===== src/rtl/eds_pkg.sv =====
// Shared constants and controller/datapath handoff types for the Euclidean distance stream.
package eds_pkg;

  localparam int FIELD_W    = 16;
  localparam int SUM_W      = 44;
  localparam int COUNT_W    = 13;
  localparam int DIST_W     = 30;
  localparam int FRAC_W     = 8;
  localparam int COUNT_MAX  = (1 << COUNT_W) - 1;
  localparam int ROOT_STEPS = DIST_W;
  localparam int ITER_W     = $clog2(ROOT_STEPS);
  localparam int RAD_W      = SUM_W + 2 * FRAC_W;
  localparam int REM_W      = DIST_W + 2;

  typedef logic [SUM_W-1:0]   sum_t;
  typedef logic [COUNT_W-1:0] count_t;
  typedef logic [DIST_W-1:0]  dist_t;

  typedef struct packed {
    logic take;
    logic root_load;
    logic root_step;
    logic out_load;
  } cmd_t;

  typedef struct packed {
    logic last_done;
    logic out_free;
  } status_t;

endpackage


===== src/rtl/eds_in_if.sv =====
// Input channel: one element pair per item.
interface eds_in_if;
  import eds_pkg::*;

  logic               valid;
  logic               ready;
  logic [FIELD_W-1:0] element_a;
  logic [FIELD_W-1:0] element_b;
  logic               last_element;

  modport source (output valid, element_a, element_b, last_element, input ready);
  modport sink   (input valid, element_a, element_b, last_element, output ready);
endinterface


===== src/rtl/eds_out_if.sv =====
// Output channel: one distance result per vector.
interface eds_out_if;
  import eds_pkg::*;

  logic   valid;
  logic   ready;
  dist_t  distance;
  sum_t   sum_squares;
  count_t element_count;
  logic   overflow;

  modport source (output valid, distance, sum_squares, element_count, overflow, input ready);
  modport sink   (input valid, distance, sum_squares, element_count, overflow, output ready);
endinterface


===== src/rtl/eds_ctrl.sv =====
// Controller state machine: accumulate, drain, square root iterations, result load.
module eds_ctrl (
  input  logic             clk_i,
  input  logic             rst_ni,
  input  logic             in_valid_i,
  input  logic             in_last_i,
  output logic             in_ready_o,
  input  eds_pkg::status_t status_i,
  output eds_pkg::cmd_t    cmd_o
);
  import eds_pkg::*;

  typedef enum logic [2:0] {
    ST_RUN,
    ST_DRAIN,
    ST_LOAD,
    ST_ROOT,
    ST_FINISH
  } state_e;

  state_e                  state_q, state_d;
  logic   [ITER_W-1:0]     iter_q, iter_d;
  logic                    take;

  assign in_ready_o = (state_q == ST_RUN);
  assign take       = in_valid_i && in_ready_o;

  always_comb begin
    state_d           = state_q;
    iter_d            = iter_q;
    cmd_o             = '0;
    cmd_o.take        = take;
    unique case (state_q)
      ST_RUN: begin
        if (take && in_last_i) begin
          state_d = ST_DRAIN;
        end
      end
      ST_DRAIN: begin
        if (status_i.last_done) begin
          state_d = ST_LOAD;
        end
      end
      ST_LOAD: begin
        cmd_o.root_load = 1'b1;
        iter_d          = ITER_W'(ROOT_STEPS - 1);
        state_d         = ST_ROOT;
      end
      ST_ROOT: begin
        cmd_o.root_step = 1'b1;
        iter_d          = iter_q - 1'b1;
        if (iter_q == '0) begin
          state_d = ST_FINISH;
        end
      end
      ST_FINISH: begin
        if (status_i.out_free) begin
          cmd_o.out_load = 1'b1;
          state_d        = ST_RUN;
        end
      end
      default: state_d = ST_RUN;
    endcase
  end

  always_ff @(posedge clk_i or negedge rst_ni) begin
    if (!rst_ni) begin
      state_q <= ST_RUN;
      iter_q  <= '0;
    end else begin
      state_q <= state_d;
      iter_q  <= iter_d;
    end
  end

  a_last_blocks: assert property (@(posedge clk_i) disable iff (!rst_ni)
    (take && in_last_i) |=> !in_ready_o)
    else $error("input still ready after last item");

  a_load_to_root: assert property (@(posedge clk_i) disable iff (!rst_ni)
    cmd_o.root_load |=> (state_q == ST_ROOT && iter_q == ITER_W'(ROOT_STEPS - 1)))
    else $error("root iteration did not start after load");

  a_out_only_finish: assert property (@(posedge clk_i) disable iff (!rst_ni)
    cmd_o.out_load |-> (state_q == ST_FINISH && status_i.out_free))
    else $error("result loaded outside finish");

endmodule


===== src/rtl/eds_datapath.sv =====
// Datapath: difference, square, saturating sum, pair count, restoring square root, result register.
module eds_datapath #(
  parameter int MAX_LENGTH   = 4096,
  parameter int ELEMENT_BITS = 16
) (
  input  logic                          clk_i,
  input  logic                          rst_ni,
  input  logic [eds_pkg::FIELD_W-1:0]   element_a_i,
  input  logic [eds_pkg::FIELD_W-1:0]   element_b_i,
  input  logic                          last_element_i,
  input  eds_pkg::cmd_t                 cmd_i,
  output eds_pkg::status_t              status_o,
  output logic                          out_valid_o,
  input  logic                          out_ready_i,
  output eds_pkg::dist_t                distance_o,
  output eds_pkg::sum_t                 sum_squares_o,
  output eds_pkg::count_t               element_count_o,
  output logic                          overflow_o
);
  import eds_pkg::*;

  localparam int EB    = ELEMENT_BITS;
  localparam int XW    = (EB > FIELD_W) ? EB : FIELD_W;
  localparam int SQ_W  = 2 * EB;
  localparam int ADD_W = ((SQ_W > SUM_W) ? SQ_W : SUM_W) + 1;
  localparam int CAP   = (MAX_LENGTH < COUNT_MAX) ? MAX_LENGTH : COUNT_MAX;
  localparam logic [ADD_W-1:0] SUM_MAX_X = ADD_W'({SUM_W{1'b1}});

  logic [XW-1:0]        a_x, b_x;
  logic signed [EB:0]   a_s, b_s, diff_s;
  logic [EB:0]          diff_abs;
  logic                 at_cap;

  logic [EB-1:0]        diff_q;
  logic                 v1_q, last1_q, force1_q;
  logic [SQ_W-1:0]      sq_q;
  logic                 v2_q, last2_q, force2_q;

  sum_t                 sum_q, sum_d;
  count_t               count_q;
  logic                 ovf_q;
  logic [ADD_W-1:0]     total;

  logic [RAD_W-1:0]     rad_q;
  logic [REM_W-1:0]     rem_q;
  dist_t                root_q;
  logic [REM_W+1:0]     rem_sh, trial;

  logic                 out_valid_q;
  dist_t                dist_q;
  sum_t                 osum_q;
  count_t               ocount_q;
  logic                 oovf_q;

  assign a_x      = XW'($unsigned(element_a_i));
  assign b_x      = XW'($unsigned(element_b_i));
  assign a_s      = $signed({a_x[EB-1], a_x[EB-1:0]});
  assign b_s      = $signed({b_x[EB-1], b_x[EB-1:0]});
  assign diff_s   = a_s - b_s;
  assign diff_abs = diff_s[EB] ? (EB + 1)'(0) - diff_s : diff_s;
  assign at_cap   = (count_q >= COUNT_W'(CAP));

  assign total = ADD_W'(sum_q) + ADD_W'(sq_q);
  always_comb begin
    sum_d = sum_q;
    if (cmd_i.out_load) begin
      sum_d = '0;
    end else if (v2_q) begin
      if (force2_q || total > SUM_MAX_X) begin
        sum_d = {SUM_W{1'b1}};
      end else begin
        sum_d = total[SUM_W-1:0];
      end
    end
  end

  always_ff @(posedge clk_i or negedge rst_ni) begin
    if (!rst_ni) begin
      v1_q    <= 1'b0;
      v2_q    <= 1'b0;
      sum_q   <= '0;
      count_q <= '0;
      ovf_q   <= 1'b0;
    end else begin
      v1_q  <= cmd_i.take;
      v2_q  <= v1_q;
      sum_q <= sum_d;
      if (cmd_i.out_load) begin
        count_q <= '0;
        ovf_q   <= 1'b0;
      end else if (cmd_i.take) begin
        if (at_cap) begin
          ovf_q <= 1'b1;
        end else begin
          count_q <= count_q + 1'b1;
        end
      end
    end
  end

  always_ff @(posedge clk_i) begin
    if (cmd_i.take) begin
      diff_q   <= diff_abs[EB-1:0];
      last1_q  <= last_element_i;
      force1_q <= at_cap;
    end
    sq_q     <= diff_q * diff_q;
    last2_q  <= last1_q;
    force2_q <= force1_q;
  end

  assign rem_sh = {rem_q, rad_q[RAD_W-1 -: 2]};
  assign trial  = (REM_W + 2)'({root_q, 2'b01});

  always_ff @(posedge clk_i) begin
    if (cmd_i.root_load) begin
      rad_q  <= {sum_q, {(2 * FRAC_W){1'b0}}};
      rem_q  <= '0;
      root_q <= '0;
    end else if (cmd_i.root_step) begin
      rad_q <= {rad_q[RAD_W-3:0], 2'b00};
      if (rem_sh >= trial) begin
        rem_q  <= REM_W'(rem_sh - trial);
        root_q <= {root_q[DIST_W-2:0], 1'b1};
      end else begin
        rem_q  <= rem_sh[REM_W-1:0];
        root_q <= {root_q[DIST_W-2:0], 1'b0};
      end
    end
  end

  always_ff @(posedge clk_i or negedge rst_ni) begin
    if (!rst_ni) begin
      out_valid_q <= 1'b0;
    end else if (cmd_i.out_load) begin
      out_valid_q <= 1'b1;
    end else if (out_ready_i) begin
      out_valid_q <= 1'b0;
    end
  end

  always_ff @(posedge clk_i) begin
    if (cmd_i.out_load) begin
      dist_q   <= root_q;
      osum_q   <= sum_q;
      ocount_q <= count_q;
      oovf_q   <= ovf_q;
    end
  end

  assign status_o.last_done = v2_q && last2_q;
  assign status_o.out_free  = !out_valid_q || out_ready_i;

  assign out_valid_o     = out_valid_q;
  assign distance_o      = dist_q;
  assign sum_squares_o   = osum_q;
  assign element_count_o = ocount_q;
  assign overflow_o      = oovf_q;

  a_count_capped: assert property (@(posedge clk_i) disable iff (!rst_ni)
    count_q <= COUNT_W'(CAP))
    else $error("pair count above cap");

  a_ovf_at_cap: assert property (@(posedge clk_i) disable iff (!rst_ni)
    ovf_q |-> (count_q == COUNT_W'(CAP)))
    else $error("overflow without full count");

  a_ovf_forces_sum: assert property (@(posedge clk_i) disable iff (!rst_ni)
    (v2_q && force2_q && !cmd_i.out_load) |=> (sum_q == {SUM_W{1'b1}}))
    else $error("overflowed pair did not saturate sum");

  a_load_valid: assert property (@(posedge clk_i) disable iff (!rst_ni)
    cmd_i.out_load |=> out_valid_q)
    else $error("result load lost");

endmodule


===== src/rtl/euclidean_distance_stream.sv =====
// Top level of the streaming Euclidean distance block.
//
//   channel  dir  payload                                          role
//   in_i     in   element_a, element_b, last_element               one element pair
//   out_o    out  distance, sum_squares, element_count, overflow   one result per vector
//
// Pairs are taken one per cycle, only in the run state, through a three-stage difference,
// square and sum pipeline. After the last pair, input is held low while the pipeline drains,
// during the root load, the 30 square root steps (one result bit each) and the result load.
// The result sits in an output register; a new vector starts while it waits.
// A stalled output holds the block only when the next result is ready to load.
// Reset clears the sum, count, overflow flag and all valid bits.
module euclidean_distance_stream #(
  parameter int MAX_LENGTH   = 4096,
  parameter int ELEMENT_BITS = 16
) (
  input  logic       clk_i,
  input  logic       rst_ni,
  eds_in_if.sink     in_i,
  eds_out_if.source  out_o
);
  import eds_pkg::*;

  cmd_t    cmd;
  status_t status;

  eds_ctrl u_ctrl (
    .clk_i      (clk_i),
    .rst_ni     (rst_ni),
    .in_valid_i (in_i.valid),
    .in_last_i  (in_i.last_element),
    .in_ready_o (in_i.ready),
    .status_i   (status),
    .cmd_o      (cmd)
  );

  eds_datapath #(
    .MAX_LENGTH   (MAX_LENGTH),
    .ELEMENT_BITS (ELEMENT_BITS)
  ) u_datapath (
    .clk_i           (clk_i),
    .rst_ni          (rst_ni),
    .element_a_i     (in_i.element_a),
    .element_b_i     (in_i.element_b),
    .last_element_i  (in_i.last_element),
    .cmd_i           (cmd),
    .status_o        (status),
    .out_valid_o     (out_o.valid),
    .out_ready_i     (out_o.ready),
    .distance_o      (out_o.distance),
    .sum_squares_o   (out_o.sum_squares),
    .element_count_o (out_o.element_count),
    .overflow_o      (out_o.overflow)
  );

endmodule

===== src/flat_wrapper.sv =====
// flat-port wrapper written by rule: the top's interface ports become plain ports
module euclidean_distance_stream_flat import eds_pkg::*;
#(
  parameter int MAX_LENGTH   = 4096,
  parameter int ELEMENT_BITS = 16
)
  (clk_i, rst_ni, in_i_valid, in_i_element_a, in_i_element_b, in_i_last_element, in_i_ready, out_o_valid, out_o_distance, out_o_sum_squares, out_o_element_count, out_o_overflow, out_o_ready);
  eds_in_if in_i_i ();
  eds_out_if out_o_i ();
  input  logic clk_i;
  input  logic rst_ni;
  input wire logic [$bits(in_i_i.valid)-1:0] in_i_valid;
  input wire logic [$bits(in_i_i.element_a)-1:0] in_i_element_a;
  input wire logic [$bits(in_i_i.element_b)-1:0] in_i_element_b;
  input wire logic [$bits(in_i_i.last_element)-1:0] in_i_last_element;
  output wire logic [$bits(in_i_i.ready)-1:0] in_i_ready;
  output wire logic [$bits(out_o_i.valid)-1:0] out_o_valid;
  output wire logic [$bits(out_o_i.distance)-1:0] out_o_distance;
  output wire logic [$bits(out_o_i.sum_squares)-1:0] out_o_sum_squares;
  output wire logic [$bits(out_o_i.element_count)-1:0] out_o_element_count;
  output wire logic [$bits(out_o_i.overflow)-1:0] out_o_overflow;
  input wire logic [$bits(out_o_i.ready)-1:0] out_o_ready;
  assign in_i_i.valid = in_i_valid;
  assign in_i_i.element_a = in_i_element_a;
  assign in_i_i.element_b = in_i_element_b;
  assign in_i_i.last_element = in_i_last_element;
  assign in_i_ready = in_i_i.ready;
  assign out_o_valid = out_o_i.valid;
  assign out_o_distance = out_o_i.distance;
  assign out_o_sum_squares = out_o_i.sum_squares;
  assign out_o_element_count = out_o_i.element_count;
  assign out_o_overflow = out_o_i.overflow;
  assign out_o_i.ready = out_o_ready;
  euclidean_distance_stream #(.MAX_LENGTH(MAX_LENGTH), .ELEMENT_BITS(ELEMENT_BITS)) u_core (.clk_i(clk_i), .rst_ni(rst_ni), .in_i(in_i_i), .out_o(out_o_i));
endmodule

===== config.mk =====
export PLATFORM = sky130hd
export DESIGN_NAME = euclidean_distance_stream_flat
export DESIGN_NICKNAME = d
export VERILOG_FILES = /design/src/rtl/eds_pkg.sv /design/src/rtl/eds_in_if.sv /design/src/rtl/eds_out_if.sv /design/src/rtl/eds_ctrl.sv /design/src/rtl/eds_datapath.sv /design/src/rtl/euclidean_distance_stream.sv /design/src/flat_wrapper.sv
export SDC_FILE = /design/constraint.sdc
export NUM_CORES = 1
export LEC_CHECK = 0
export ABC_AREA = 0
export BUFFER_PORTS_ARGS = -buffer_cell sky130_fd_sc_hd__buf_2
export CORE_ASPECT_RATIO = 0.7
export CORE_MARGIN = 2
export CORE_UTILIZATION = 50
export CTS_BUF_LIST = sky130_fd_sc_hd__clkbuf_2
export CTS_CLUSTER_DIAMETER = 200
export DETAILED_ROUTE_END_ITERATION = 8
export PLACE_DENSITY = 0.71
export SLEW_MARGIN = 20
export SYNTH_ARGS = -nofsm -noshare
export SYNTH_HDL_FRONTEND = slang
export SYNTH_SLANG_ARGS = --single-unit
export TNS_END_PERCENT = 1

===== constraint.sdc =====
create_clock -name clk_i -period 6.55 [get_ports clk_i]
set_clock_uncertainty 0.1 [all_clocks]
set_input_delay 0.655 -clock clk_i [delete_from_list [all_inputs] [get_ports clk_i]]
set_output_delay 0.655 -clock clk_i [all_outputs]
set_load 0.05 [all_outputs]

==> metrics.md <==
| Metric | Value |
|---|---|
| Vias in the first global route | `17200` |
| Final-layout fill cell count | `3891` |
| Routed vias | `17100` |
| Clk pwr share | `10.5%` |
| Share of cells above drive strength 1 | `15.3%` |
| Post-route cell area | `25200 um^2` |
| Drt via density | `5.37` |
| Number of unique standard cell types used by synthesis | `81` |
| Reg power frac | `24.5%` |
| Drt pass-1 iters | `8` |
| Core Rows | `65` |
| Worst Hold Launch | `in_i_element_a[14]` |
| WS Path Type | `register to register` |
| Most common cell after layout, fill and taps aside | `inv_1` |
| Die area | `46800 um^2` |
| Die Height | `182 um` |
| Worst vdd ir | `0.000440 V` |
| Sequential Area | `8130 um^2` |
| Largest net degree at the start of global routing | `73` |
| Part of the Yosys area used for sequential elements | `36.1%` |
| Commonest non-fill, non-tap cells in the layout | `inv_1 (328), nand2_1 (275), ha_1 (180), fa_1 (165), edfxtp_1 (150)` |
| Final Hold Vio Count | `0` |
| Ys Warns | `0` |
| Worst Tran Pin Value | `1.10 ns` |
| Worst hold slack | `0.200 ns` |
| Max cap viols | `0` |
| Layout Nets | `2901` |
| Worst-path maximum fanout | `7` |
| Critical Path AT | `7.15 ns` |
| Slew HR | `26.7%` |
| Cells after synthesis | `2304` |
| Ys async rst share | `22.0%` |
| Final period util | `97.7%` |
| Final Setup Violations | `0` |
| Initial antenna violation count | `1` |
| Number of H-tree levels | `3` |
| Post-route DRC | `0` |
| Num CTS Buffers | `77` |
| Initial DRC Count | `1210` |
| CP endpoint kind | `register` |
| #FFs+latches synth | `314` |
| CTS tree | `yes` |
| Reg2Reg Depth | `23` |
| Synth Cell Area | `22500 um^2` |
| Core area | `44800 um^2` |
| Hold Crit Depth | `4` |
| Post-DP HPWL | `37.0 mm` |
| Area grow syn2layout | `11.6%` |
| Ys flop type | `edfxtp_1` |
| Clk_lat worst skew | `0.98 ns` |
| R2R Path Start | `u_core.u_datapath.diff_q[10]` |
| Remaining global-route overflow | `0` |
| Worst hold path class | `primary input to register` |
| Status | `complete, no violations` |
| Core Util, Final | `56.1%` |
| Die W | `258 um` |
| RD Place Congestion | `0.945` |
| Max Transition Viols Final | `0` |
| I/O Buffers | `126` |
| Tmin final | `6.40 ns` |
| Reg2Reg Setup Slack | `0.15 ns` |
| Post-synth EDFFs | `150` |
| Initial Util | `50.3%` |
| First-pass GRT wire length | `84.2 mm` |
| P_int | `7.23 mW` |
| Lkg Pwr | `11.8 nW` |
| Post-DR wirelength/cell | `15.9 um` |
| Hold EP | `u_core.u_datapath.diff_q[15]` |
| Sw Ratio | `45.3%` |
| Multi-input logic area | `13000 um^2` |
| Maximum clock insertion buffer count | `3` |
| Cell Area, Placed | `24000 um^2` |
| Clock tree sinks | `314` |
| Post-route ant nets | `0` |
| Net switching power | `5.99 mW` |
| # IOs | `127` |
| Final WL | `50.4 mm` |
| Worst-path clk slew | `0.11 ns` |
| Gr usage total | `22.0%` |
| Power, Total | `13.2 mW` |
| RSZ-0062 raised after global routing | `yes` |
| Post-Syn Nets | `2692` |
| F_max | `156 MHz` |
| Combinational fraction of design power | `65.0%` |
| Avg Cell Area, Syn | `9.78 um^2` |
| Worst R2R End | `u_core.u_datapath.sq_q[30]` |
| Clk root buf | `clkbuf_2` |
| P per Cell Area | `526 nW/um^2` |
| WP data required | `7.31 ns` |
| Crit start category | `register` |
kinds of logic after synthesis:
kind of cell	count (synthesis)	share of synthesized area, %
simple gates	586	12.1
flops	314	36.1
xor+xnor	125	4.89
buf+inv	406	6.83
mux	13	0.594
fa+ha+maj	351	25.0
compound gates	509	14.6
worst max path at each step:
stage	from	slack, ns	endpoint	depth (start not counted)
6_report	u_core.u_datapath.diff_q[10]	0.15	u_core.u_datapath.sq_q[30]	23
5_1_grt	u_core.u_datapath.diff_q[10]	-0.05	u_core.u_datapath.sq_q[30]	23
4_1_cts	u_core.u_datapath.diff_q[4]	0.005	u_core.u_datapath.sq_q[30]	23
3_5_place_dp	u_core.u_datapath.diff_q[6]	0.02	u_core.u_datapath.sq_q[29]	22
3_3_place_gp	u_core.u_datapath.diff_q[4]	0.11	u_core.u_datapath.sq_q[30]	23
2_1_floorplan	u_core.u_datapath.diff_q[1]	0.05	u_core.u_datapath.sq_q[30]	25
cells in the mapped netlist, types with 15 or more instances:
cell type | n | share of area (%)
o21a_1 | 18 | 0.60
nand2_1 | 280 | 4.7
nor3_1 | 29 | 0.64
and2_1 | 62 | 1.7
xor2_1 | 52 | 2.0
nand3_1 | 24 | 0.53
nor2_1 | 91 | 1.5
a21oi_1 | 141 | 3.1
o22ai_1 | 33 | 0.92
edfxtp_1 | 150 | 20
dfxtp_1 | 95 | 8.4
xnor2_1 | 72 | 2.8
nand2b_1 | 21 | 0.58
a31oi_1 | 19 | 0.53
inv_1 | 333 | 5.5
fa_1 | 165 | 15
and3_1 | 22 | 0.61
o21ai_0 | 108 | 2.4
dfrtp_1 | 69 | 7.7
o21ai_1 | 16 | 0.36
clkbuf_1 | 62 | 1.0
a21o_1 | 55 | 1.8
a22o_1 | 15 | 0.58
ha_1 | 186 | 10
cell type report:
| cell class | instances | area share, % |
|---|---|---|
| clock buffer | 116 | 2.31 |
| timing repair buffer | 202 | 4.93 |
| sequential | 314 | 32.3 |
| tap | 603 | 3.00 |
| antenna | 1 | 0.00995 |
| clock inverter | 24 | 0.632 |
| multi-input combinational | 1584 | 51.8 |
| inverter | 334 | 4.99 |
per-layer routing:
layer / part of all wire (%) / up-vias / wire [um] / GRT usage [%]
met5: 0 / - / 0 / 0
li1: - / 8242 / - / -
met1: 45 / 8235 / 22900 / 30.2
met2: 46 / 490 / 23300 / 35.0
met4: 2.7 / 0 / 1340 / 7.58
met3: 5.8 / 97 / 2930 / 4.16
flip-flops by register name, indices dropped and copies added (netlist names), 3 cells and up:
register	cells
u_core.u_datapath.sum_q	44
u_core.u_datapath.sum_squares_o	44
u_core.u_ctrl.iter_q	5
u_core.u_datapath.count_q	13
u_core.u_datapath.element_count_o	13
u_core.u_datapath.sq_q	31
u_core.u_datapath.diff_q	16
u_core.u_datapath.rem_q	32
u_core.u_datapath.distance_o	30
u_core.u_ctrl.state_q	3
u_core.u_datapath.rad_q	44
u_core.u_datapath.root_q	30
per-stage QoR:
step / cells / setup TNS, ns / setup WS [ns]
after floorplan: 2304 / 0 / 0.0508
after global placement: 3000 / 0 / 0.109
after detailed placement: 3000 / 0 / 0.0201
after CTS: 3148 / 0 / 0.00525
after global routing: 3178 / -0.107 / -0.0471
final: 3178 / 0 / 0.152
critical path: stages (launching register included):
cell and delay, ns:
edfxtp_1 0.55, buf_6 0.19, buf_4 0.15, nand2_2 0.08, inv_1 0.05, fa_1 0.49
fa_1 0.44, fa_1 0.57, fa_1 0.44, fa_1 0.54, inv_1 0.05, fa_1 0.52
inv_1 0.04, ha_1 0.30, buf_4 0.16, and3_1 0.21, nand2_2 0.07, inv_1 0.05
a221oi_2 0.25, buf_4 0.17, o31ai_2 0.07, or4_4 0.56, a21o_1 0.19, o311ai_1 0.07
power groups by stage:
stage	logic, mW	clock network [mW]	registers [mW]
after floorplan	6.49	0	3.13
after global placement	7.92	0	3.26
after detailed placement	8.11	0	3.28
after CTS	8.19	1.44	3.24
after global routing	9.69	1.54	3.30
final	8.60	1.39	3.24
what timing repair did:
item / 4_1_cts / 5_1_grt
setup endpoints to repair: 1 / 8
cloned: 0 / 0
endpoints found under the hold margin: 75 / 0
gates resized for setup: 0 / 37
setup buffers: 2 / 29
pin swaps: 0 / 27
hold buffers: 6 / 0
Power figures use the tool's default switching activity.
